### config.mk
export PLATFORM = sky130hd
export DESIGN_NAME = ppm_frame_decoder
export DESIGN_NICKNAME = d
export VERILOG_FILES = /design/src/rtl/pfd_pkg.sv /design/src/rtl/pfd_front.sv /design/src/rtl/pfd_queue.sv /design/src/rtl/pfd_back.sv /design/src/rtl/ppm_frame_decoder.sv
export SDC_FILE = /design/constraint.sdc
export NUM_CORES = 1
export LEC_CHECK = 0
export BUFFER_PORTS_ARGS = -buffer_cell sky130_fd_sc_hd__buf_2
export CAP_MARGIN = 20
export CORE_ASPECT_RATIO = 1.75
export CORE_MARGIN = 4
export CORE_UTILIZATION = 55
export DETAILED_ROUTE_END_ITERATION = 10
export PLACE_DENSITY = 0.72
export SYNTH_ARGS = -nofsm -noshare
export SYNTH_HDL_FRONTEND = slang
export SYNTH_SLANG_ARGS = --single-unit
export TNS_END_PERCENT = 10
### constraint.sdc
create_clock -name i_clk -period 14.3 [get_ports i_clk]
set_clock_uncertainty 0.2 [all_clocks]
set_input_delay 1.43 -clock i_clk [delete_from_list [all_inputs] [get_ports i_clk]]
set_output_delay 1.43 -clock i_clk [all_outputs]
set_load 0.005 [all_outputs]
### src/rtl/pfd_pkg.sv
package pfd_pkg;

    localparam int unsigned DATA_W  = 16;
    localparam int unsigned IDX_W   = 4;
    localparam int unsigned CFG_A_W = 3;

    localparam logic [CFG_A_W-1:0] CFG_SYNC_GAP       = 3'd0;
    localparam logic [CFG_A_W-1:0] CFG_ACCEPT_LOW     = 3'd1;
    localparam logic [CFG_A_W-1:0] CFG_ACCEPT_HIGH    = 3'd2;
    localparam logic [CFG_A_W-1:0] CFG_CLAMP_LOW      = 3'd3;
    localparam logic [CFG_A_W-1:0] CFG_CLAMP_HIGH     = 3'd4;
    localparam logic [CFG_A_W-1:0] CFG_TIMEOUT_LIMIT  = 3'd5;
    localparam logic [CFG_A_W-1:0] CFG_FAILSAFE_VALUE = 3'd6;

    localparam logic [DATA_W-1:0] RST_SYNC_GAP       = 16'd3000;
    localparam logic [DATA_W-1:0] RST_ACCEPT_LOW     = 16'd900;
    localparam logic [DATA_W-1:0] RST_ACCEPT_HIGH    = 16'd2100;
    localparam logic [DATA_W-1:0] RST_CLAMP_LOW      = 16'd1000;
    localparam logic [DATA_W-1:0] RST_CLAMP_HIGH     = 16'd2000;
    localparam logic [DATA_W-1:0] RST_TIMEOUT_LIMIT  = 16'd500;
    localparam logic [DATA_W-1:0] RST_FAILSAFE_VALUE = 16'd500;

    localparam logic CMD_INTERVAL = 1'b0;
    localparam logic CAUSE_FRAME    = 1'b0;
    localparam logic CAUSE_FAILSAFE = 1'b1;

    typedef struct packed {
        logic [DATA_W-1:0] sync_gap;
        logic [DATA_W-1:0] accept_low;
        logic [DATA_W-1:0] accept_high;
        logic [DATA_W-1:0] clamp_low;
        logic [DATA_W-1:0] clamp_high;
        logic [DATA_W-1:0] timeout_limit;
        logic [DATA_W-1:0] failsafe_value;
    } t_cfg;

    typedef struct packed {
        logic              en;
        logic [IDX_W-1:0]  addr;
        logic [DATA_W-1:0] data;
    } t_slot_wr;

endpackage

### src/rtl/pfd_front.sv
module pfd_front #(
    parameter int unsigned NUM_CHANNELS = 8
) (
    input  logic                      i_clk,
    input  logic                      i_rst_n,
    input  pfd_pkg::t_cfg             i_cfg,
    input  logic                      i_push,
    output logic                      o_full,
    input  logic                      i_cmd,
    input  logic [pfd_pkg::DATA_W-1:0] i_pulse_width,
    input  logic                      i_q_full,
    input  logic                      i_q_empty,
    input  logic                      i_back_busy,
    output logic                      o_q_push,
    output logic                      o_q_cause,
    output pfd_pkg::t_slot_wr         o_slot_wr
);

    localparam int unsigned CW = $clog2(NUM_CHANNELS + 1);

    logic                       r_hold;
    logic                       r_cmd;
    logic [pfd_pkg::DATA_W-1:0] r_pw;
    logic [CW-1:0]              r_cnt;
    logic                       r_fv;
    logic [pfd_pkg::DATA_W-1:0] r_idle;

    logic [pfd_pkg::DATA_W:0]   next_idle;
    logic                       is_tick, fire, is_sync, commit, in_win;
    logic                       need_q, need_idle, go;
    logic [pfd_pkg::DATA_W-1:0] clamped;

    always_comb begin
        is_tick   = (r_cmd != pfd_pkg::CMD_INTERVAL);
        next_idle = {1'b0, r_idle} + 17'd1;
        fire      = next_idle > {1'b0, i_cfg.timeout_limit};
        is_sync   = r_pw > i_cfg.sync_gap;
        commit    = r_fv && (r_cnt == CW'(NUM_CHANNELS));
        in_win    = (r_cnt < CW'(NUM_CHANNELS)) && (r_pw >= i_cfg.accept_low)
                    && (r_pw <= i_cfg.accept_high);
        need_q    = is_tick ? fire : (is_sync && commit);
        need_idle = !is_tick && !is_sync && in_win;
        go        = r_hold && !(need_q && i_q_full)
                    && !(need_idle && (!i_q_empty || i_back_busy));
        if (r_pw < i_cfg.clamp_low) begin
            clamped = i_cfg.clamp_low;
        end else if (r_pw > i_cfg.clamp_high) begin
            clamped = i_cfg.clamp_high;
        end else begin
            clamped = r_pw;
        end
    end

    assign o_full         = r_hold && !go;
    assign o_q_push       = go && need_q;
    assign o_q_cause      = is_tick ? pfd_pkg::CAUSE_FAILSAFE : pfd_pkg::CAUSE_FRAME;
    assign o_slot_wr.en   = go && need_idle;
    assign o_slot_wr.addr = pfd_pkg::IDX_W'(r_cnt);
    assign o_slot_wr.data = clamped - i_cfg.clamp_low;

    always_ff @(posedge i_clk) begin
        if (!i_rst_n) begin
            r_hold <= 1'b0;
            r_cnt  <= '0;
            r_fv   <= 1'b1;
            r_idle <= '0;
        end else begin
            if (i_push && !o_full) begin
                r_hold <= 1'b1;
                r_cmd  <= i_cmd;
                r_pw   <= i_pulse_width;
            end else if (go) begin
                r_hold <= 1'b0;
            end
            if (go) begin
                if (is_tick) begin
                    r_idle <= fire ? '0 : next_idle[pfd_pkg::DATA_W-1:0];
                end else if (is_sync) begin
                    if (commit) begin
                        r_idle <= '0;
                    end
                    r_fv  <= 1'b1;
                    r_cnt <= '0;
                end else if (in_win) begin
                    r_cnt <= r_cnt + CW'(1);
                end else begin
                    r_fv <= 1'b0;
                end
            end
        end
    end

endmodule

### src/rtl/pfd_queue.sv
module pfd_queue (
    input  logic i_clk,
    input  logic i_rst_n,
    input  logic i_push,
    input  logic i_data,
    input  logic i_pop,
    output logic o_full,
    output logic o_empty,
    output logic o_data
);

    logic [1:0] r_mem;
    logic       r_wp;
    logic       r_rp;
    logic [1:0] r_cnt;

    assign o_full  = (r_cnt == 2'd2);
    assign o_empty = (r_cnt == 2'd0);
    assign o_data  = r_mem[r_rp];

    always_ff @(posedge i_clk) begin
        if (!i_rst_n) begin
            r_wp  <= 1'b0;
            r_rp  <= 1'b0;
            r_cnt <= 2'd0;
        end else begin
            if (i_push && !o_full) begin
                r_mem[r_wp] <= i_data;
                r_wp        <= !r_wp;
            end
            if (i_pop && !o_empty) begin
                r_rp <= !r_rp;
            end
            r_cnt <= r_cnt + 2'((i_push && !o_full) ? 1 : 0)
                           - 2'((i_pop && !o_empty) ? 1 : 0);
        end
    end

endmodule

### src/rtl/pfd_back.sv
module pfd_back #(
    parameter int unsigned NUM_CHANNELS = 8
) (
    input  logic                       i_clk,
    input  logic                       i_rst_n,
    input  logic [pfd_pkg::DATA_W-1:0] i_failsafe_value,
    input  pfd_pkg::t_slot_wr          i_slot_wr,
    input  logic                       i_q_empty,
    input  logic                       i_q_cause,
    output logic                       o_q_pop,
    output logic                       o_busy,
    output logic                       o_empty,
    input  logic                       i_pop,
    output logic [pfd_pkg::IDX_W-1:0]  o_channel_index,
    output logic [pfd_pkg::DATA_W-1:0] o_channel_value,
    output logic                       o_cause,
    output logic                       o_last_channel
);

    localparam int unsigned KW = (NUM_CHANNELS > 1) ? $clog2(NUM_CHANNELS) : 1;

    logic [pfd_pkg::DATA_W-1:0] r_slots [NUM_CHANNELS];
    logic                       r_active;
    logic                       r_run_cause;
    logic [KW-1:0]              r_k;
    logic                       r_out_valid;
    logic                       advance;
    logic                       last_k;

    assign o_q_pop = !r_active && !i_q_empty;
    assign o_busy  = r_active;
    assign o_empty = !r_out_valid;
    assign advance = r_active && (!r_out_valid || i_pop);
    assign last_k  = (r_k == KW'(NUM_CHANNELS - 1));

    always_ff @(posedge i_clk) begin
        if (i_slot_wr.en) begin
            r_slots[i_slot_wr.addr[KW-1:0]] <= i_slot_wr.data;
        end
    end

    always_ff @(posedge i_clk) begin
        if (!i_rst_n) begin
            r_active    <= 1'b0;
            r_out_valid <= 1'b0;
            r_k         <= '0;
        end else begin
            if (o_q_pop) begin
                r_active    <= 1'b1;
                r_run_cause <= i_q_cause;
                r_k         <= '0;
            end else if (advance) begin
                r_k <= r_k + KW'(1);
                if (last_k) begin
                    r_active <= 1'b0;
                end
            end
            if (advance) begin
                r_out_valid     <= 1'b1;
                o_channel_index <= pfd_pkg::IDX_W'(r_k);
                o_channel_value <= (r_run_cause == pfd_pkg::CAUSE_FAILSAFE)
                                   ? i_failsafe_value : r_slots[r_k];
                o_cause         <= r_run_cause;
                o_last_channel  <= last_k;
            end else if (i_pop) begin
                r_out_valid <= 1'b0;
            end
        end
    end

endmodule

### src/rtl/ppm_frame_decoder.sv
// PPM sum-signal decoder. Push one word per edge interval (i_cmd 0) or per
// millisecond tick (i_cmd 1). The front stage holds a word and classifies
// it combinationally; a frame end with all channels filled, or a tick past
// the timeout limit, queues a run that the back stage emits as NUM_CHANNELS
// result words, one per cycle while pop keeps up; the next run leaves the
// queue only once the last one has ended. A channel interval waits in the
// front stage while a run is queued or being emitted, so a slot write after
// a commit waits until every queued run has been emitted; ticks and sync
// gaps pass at one word per cycle unless they must queue a run while two are queued.
module ppm_frame_decoder #(
    parameter int unsigned NUM_CHANNELS = 8
) (
    input  logic                          i_clk,
    input  logic                          i_rst_n,
    input  logic                          i_cfg_we,
    input  logic [pfd_pkg::CFG_A_W-1:0]   i_cfg_idx,
    input  logic [pfd_pkg::DATA_W-1:0]    i_cfg_data,
    input  logic                          push,
    output logic                          full,
    input  logic                          i_cmd,
    input  logic [pfd_pkg::DATA_W-1:0]    i_pulse_width,
    output logic                          empty,
    input  logic                          pop,
    output logic [pfd_pkg::IDX_W-1:0]     o_channel_index,
    output logic [pfd_pkg::DATA_W-1:0]    o_channel_value,
    output logic                          o_cause,
    output logic                          o_last_channel
);

    pfd_pkg::t_cfg     r_cfg;
    pfd_pkg::t_slot_wr slot_wr;
    logic              q_push, q_cause_in, q_pop, q_full, q_empty, q_cause;
    logic              back_busy;

    always_ff @(posedge i_clk) begin
        if (!i_rst_n) begin
            r_cfg.sync_gap       <= pfd_pkg::RST_SYNC_GAP;
            r_cfg.accept_low     <= pfd_pkg::RST_ACCEPT_LOW;
            r_cfg.accept_high    <= pfd_pkg::RST_ACCEPT_HIGH;
            r_cfg.clamp_low      <= pfd_pkg::RST_CLAMP_LOW;
            r_cfg.clamp_high     <= pfd_pkg::RST_CLAMP_HIGH;
            r_cfg.timeout_limit  <= pfd_pkg::RST_TIMEOUT_LIMIT;
            r_cfg.failsafe_value <= pfd_pkg::RST_FAILSAFE_VALUE;
        end else if (i_cfg_we) begin
            case (i_cfg_idx)
                pfd_pkg::CFG_SYNC_GAP:       r_cfg.sync_gap       <= i_cfg_data;
                pfd_pkg::CFG_ACCEPT_LOW:     r_cfg.accept_low     <= i_cfg_data;
                pfd_pkg::CFG_ACCEPT_HIGH:    r_cfg.accept_high    <= i_cfg_data;
                pfd_pkg::CFG_CLAMP_LOW:      r_cfg.clamp_low      <= i_cfg_data;
                pfd_pkg::CFG_CLAMP_HIGH:     r_cfg.clamp_high     <= i_cfg_data;
                pfd_pkg::CFG_TIMEOUT_LIMIT:  r_cfg.timeout_limit  <= i_cfg_data;
                pfd_pkg::CFG_FAILSAFE_VALUE: r_cfg.failsafe_value <= i_cfg_data;
                default: begin
                end
            endcase
        end
    end

    pfd_front #(
        .NUM_CHANNELS (NUM_CHANNELS)
    ) u_front (
        .i_clk         (i_clk),
        .i_rst_n       (i_rst_n),
        .i_cfg         (r_cfg),
        .i_push        (push),
        .o_full        (full),
        .i_cmd         (i_cmd),
        .i_pulse_width (i_pulse_width),
        .i_q_full      (q_full),
        .i_q_empty     (q_empty),
        .i_back_busy   (back_busy),
        .o_q_push      (q_push),
        .o_q_cause     (q_cause_in),
        .o_slot_wr     (slot_wr)
    );

    pfd_queue u_queue (
        .i_clk   (i_clk),
        .i_rst_n (i_rst_n),
        .i_push  (q_push),
        .i_data  (q_cause_in),
        .i_pop   (q_pop),
        .o_full  (q_full),
        .o_empty (q_empty),
        .o_data  (q_cause)
    );

    pfd_back #(
        .NUM_CHANNELS (NUM_CHANNELS)
    ) u_back (
        .i_clk            (i_clk),
        .i_rst_n          (i_rst_n),
        .i_failsafe_value (r_cfg.failsafe_value),
        .i_slot_wr        (slot_wr),
        .i_q_empty        (q_empty),
        .i_q_cause        (q_cause),
        .o_q_pop          (q_pop),
        .o_busy           (back_busy),
        .o_empty          (empty),
        .i_pop            (pop),
        .o_channel_index  (o_channel_index),
        .o_channel_value  (o_channel_value),
        .o_cause          (o_cause),
        .o_last_channel   (o_last_channel)
    );

endmodule
==> metrics.md <==
| Metric | Value |
|---|---|
| Outcome | complete, no violations |
| Reg2reg path depth | 18 |
| WHS Endpoint | r_cfg[76] |
| CTS buffer count | 28 |
| Die footprint | about 0.03 mm2 |
| Detail Route Antenna Nets | 0 |
| Hold Fails Final Rpt | 0 |
| Num ports | between 60 and 70 |
| Synth warn | 0 |
| Setup violators final | 0 |
| WL final | 35.9 mm |
| Final Max Tran Viols | 0 |
| Critical Path RT | 12.67 ns |
| Post-Syn Area | 0.0152 mm2 |
| Dpl cells | ~1,800 |
| WS Path Type | register to primary output |
| Hold_ws | about 0.25 ns |
| Routed vias/inst | 5.73 |
| Antenna violations before repair | 0 |
| CP max-delay cell | or3_1 |
| Clock Tree Buf Depth | 3 |
| Capture point of the worst reg-to-reg path | u_back.r_slots[5][14] |
| Chip Height | 228 um |
| Final Cycle Share | 0.414 |
| TritonCTS Sinks | ~320 |
| Port-buffer cells | 63 |
| Cts hold-fix bufs | 0 |
| Initial Utilization | 0.558 |
| Rows | 80 |
| Crit path cell chain | ha_1 -> nand3_2 -> or3_1 -> nor2_1 -> nand3_1 -> xnor2_1 -> ha_1 -> nand3_1 -> nor2_1 -> nand3_1 -> a21boi_0 -> or2_4 -> and3_1 -> a31o_2 -> buf_2 |
| Core Region | 0.0272 mm2 |
| Worst vdd ir | between 0.09 and 0.1 mV |
| RSZ-0062 raised after global routing | no |
| Largest stage delay, worst path | roughly 0.52 ns |
| CP Data Arrival Time | between 4 and 5 ns |
| Cell mode on critical path | nand3_1 |
| Vias in the first global route | 10,900 |
| Post-DP Area | 0.0159 mm2 |
| Max-Cap Viols | 0 |
| Wire per inst | just under 20 um |
| Design area | between 0.015 and 0.02 mm2 |
| Most used DFF post-synth | edfxtp_1 |
| Post-CTS Repair Setup Buffers | 0 |
| Post-DP HPWL | 25.9 mm |
| Setup TNS | 0 ns |
| RePlAce Congestion | roughly 0.91 |
| CTS tree | yes |
| Filler instances | around 2,300 |
| Mapped Cells | 1,419 |
| Post-synth EDFFs | between 150 and 200 |
| R2r setup slk | 8.85 ns |
| Hold Path Depth | 2 |
| Setup crit start kind | register |
| FF+latch area | between 0.007 and 0.008 mm2 |
| R2R Path Start | u_front.r_pw[15] |
| Area Overhead vs Synth | 11.4% |
| Multi-input logic area | 0.00661 mm2 |
| Maximum clock rate | approximately 170 MHz |
| Yosys cell types | between 60 and 70 |
| DR vias | about 11,000 |
| Layout Cells excl Fill | roughly 1,900 |
| #FFs+latches synth | around 320 |
| Pleak | between 0.006 and 0.007 uW |
| Largest net degree at the start of global routing | just over 90 |
| Asr flop ratio synth | 0 |
| Tot GR Track Use | 0.237 |
| Worst-path maximum fanout | 6 |
| Total gr overflow | 0 |
| Worst Max-Slew Pin Slew | approximately 1.0 ns |
| Minimum clock period | around 5.9 ns |
| CP Capture Type | primary output |
| H-tree Lvls | 1 |
| Clock Latency Late Sink | around 0.56 ns |
| Nets | between 1,500 and 2,000 |
| Residual DRC count | 0 |
| First-pass GRT wire length | 56.4 mm |
| Slew headroom | 0.312 |
| First-pass detailed-route iteration total | 7 |
| Worst Hold Class | register to register |
| PostCTS Resize Cnt | 0 |
| Antenna Diode Count | 0 |
| Power Dens Cells | ~120 mW/mm2 |
| Synthesized Nets | 1,577 |
| Sequential share of the synthesized area | 0.527 |
| Mean Syn Cell Area | 10.7 um2 |
| Reg clk slew, reported paths | 0.06 ns |
| Hold path start | r_cfg[76] |
| Clock root buffer | clkbuf_16 |
| DR iter-0 viols | roughly 560 |
| Layout cells sized above 1 | 0.126 |
| Die width | 134 um |
[power by group]
group | total (uW) | switching, uW | internal (uW)
clock | 774 | 337 | 437
combinational | 310 | 184 | 126
sequential | 1030 | 17.9 | 1010
[flip-flops by register name, summed over array words and instances (netlist names), 2 cells and up, named ones only]
signal,flops
u_queue.r_mem,2
u_front.r_cnt,4
u_queue.r_cnt,2
u_back.o_channel_index,3
u_front.r_pw,16
u_back.r_slots,128
u_back.r_k,3
r_cfg,112
u_front.r_idle,16
u_back.o_channel_value,16
[critical path: cells and delay by family (launching register included)]
family | cells | cell delay, ns
AOI/OAI and AO/OA | 2 | 0.45
DFF | 1 | 0.42
adders and majority gates | 2 | 0.58
and+or+nand+nor | 9 | 1.99
xor gates and xnor gates | 1 | 0.16
buffers and inverters | 1 | 0.13
[logic make-up after synthesis]
family / after synthesis / synth area share
fa+ha+maj: 117 / 0.0969
flops: 315 / 0.527
xor+xnor: 34 / 0.0196
mux: 63 / 0.0680
simple gates: 437 / 0.127
other cells: 1 / 0.000247
compound gates: 289 / 0.120
buf+inv: 163 / 0.0419
[cell type report]
type | instances | area share
sequential | 315 | 0.473
multi-input combinational | 941 | 0.391
clock buffer | 33 | 0.0450
timing repair buffer | 83 | 0.0294
tap | 369 | 0.0273
inverter | 106 | 0.0235
clock inverter | 19 | 0.0115
[worst max path at each step]
| stage | startpoint | to | cells past startpoint |
|---|---|---|---|
| floorplan | u_front.r_idle[0] | full | 15 |
| global placement | u_front.r_idle[0] | full | 15 |
| detailed placement | u_front.r_pw[15] | u_back.r_slots[0][15] | 17 |
| CTS | u_front.r_idle[0] | full | 15 |
| global route | u_front.r_idle[0] | full | 15 |
| finish | u_front.r_idle[0] | full | 15 |
[synthesized netlist by cell type (all sizes together) (21+ instances only)]
master  number  area (um2)
nand2      259         975
o211ai      40         300
o21ai       60         300
a21oi      113         569
mux2i       30         300
nand3       38         195
ha         116        1450
edfxtp     169        5070
a21o        21         158
mux4        32         721
inv        106         398
dfxtp      146        2920
clkbuf      42         158
nor2        53         199
xnor2       21         184
[per-layer routing]
metal / track usage / vias to the layer above / part of all wire / wire (um)
li1: - / 5174 / - / -
met1: 0.257 / 5146 / 0.37 / 13300
met2: 0.429 / 263 / 0.52 / 18500
met3: 0.0245 / 116 / 0.038 / 1380
met4: 0.157 / 0 / 0.077 / 2760
met5: 0 / - / 0 / 0
[through the flow]
stage                     total power [uW]   util  worst slack [ns]
after global routing                  2200  0.621              8.01
after detailed placement              1360  0.584              8.91
after global placement                1350  0.584              9.07
after floorplan                       1270      -              9.38
final                                 2110  0.621              8.38
after CTS                             2130  0.619              8.34
[cells in the final DEF, fill, tap and decap left out, types with 4 or more instances in the layout]
master     instances
xnor2_1           21
o21ai_0           47
edfxtp_1         169
dfxtp_1          145
clkinv_2           5
xor2_1            13
buf_4             17
a21o_1            21
inv_1            105
clkinv_1           4
mux2i_1           30
a21oi_1          111
nor3_1             8
nor3_2             6
o211ai_1          40
o21bai_1           9
nand2_1          258
and4_1             4
nand2b_1           6
a211oi_1           7
o21a_1             6
and2_1             5
nand4_1           17
nand3_1           37
buf_2             63
nor2_1            51
nor2b_1           12
ha_1             116
clkbuf_16         29
mux4_2            32
and3_1            13
o21ai_1           13
Note: power is estimated with default switching activity, not from simulation.
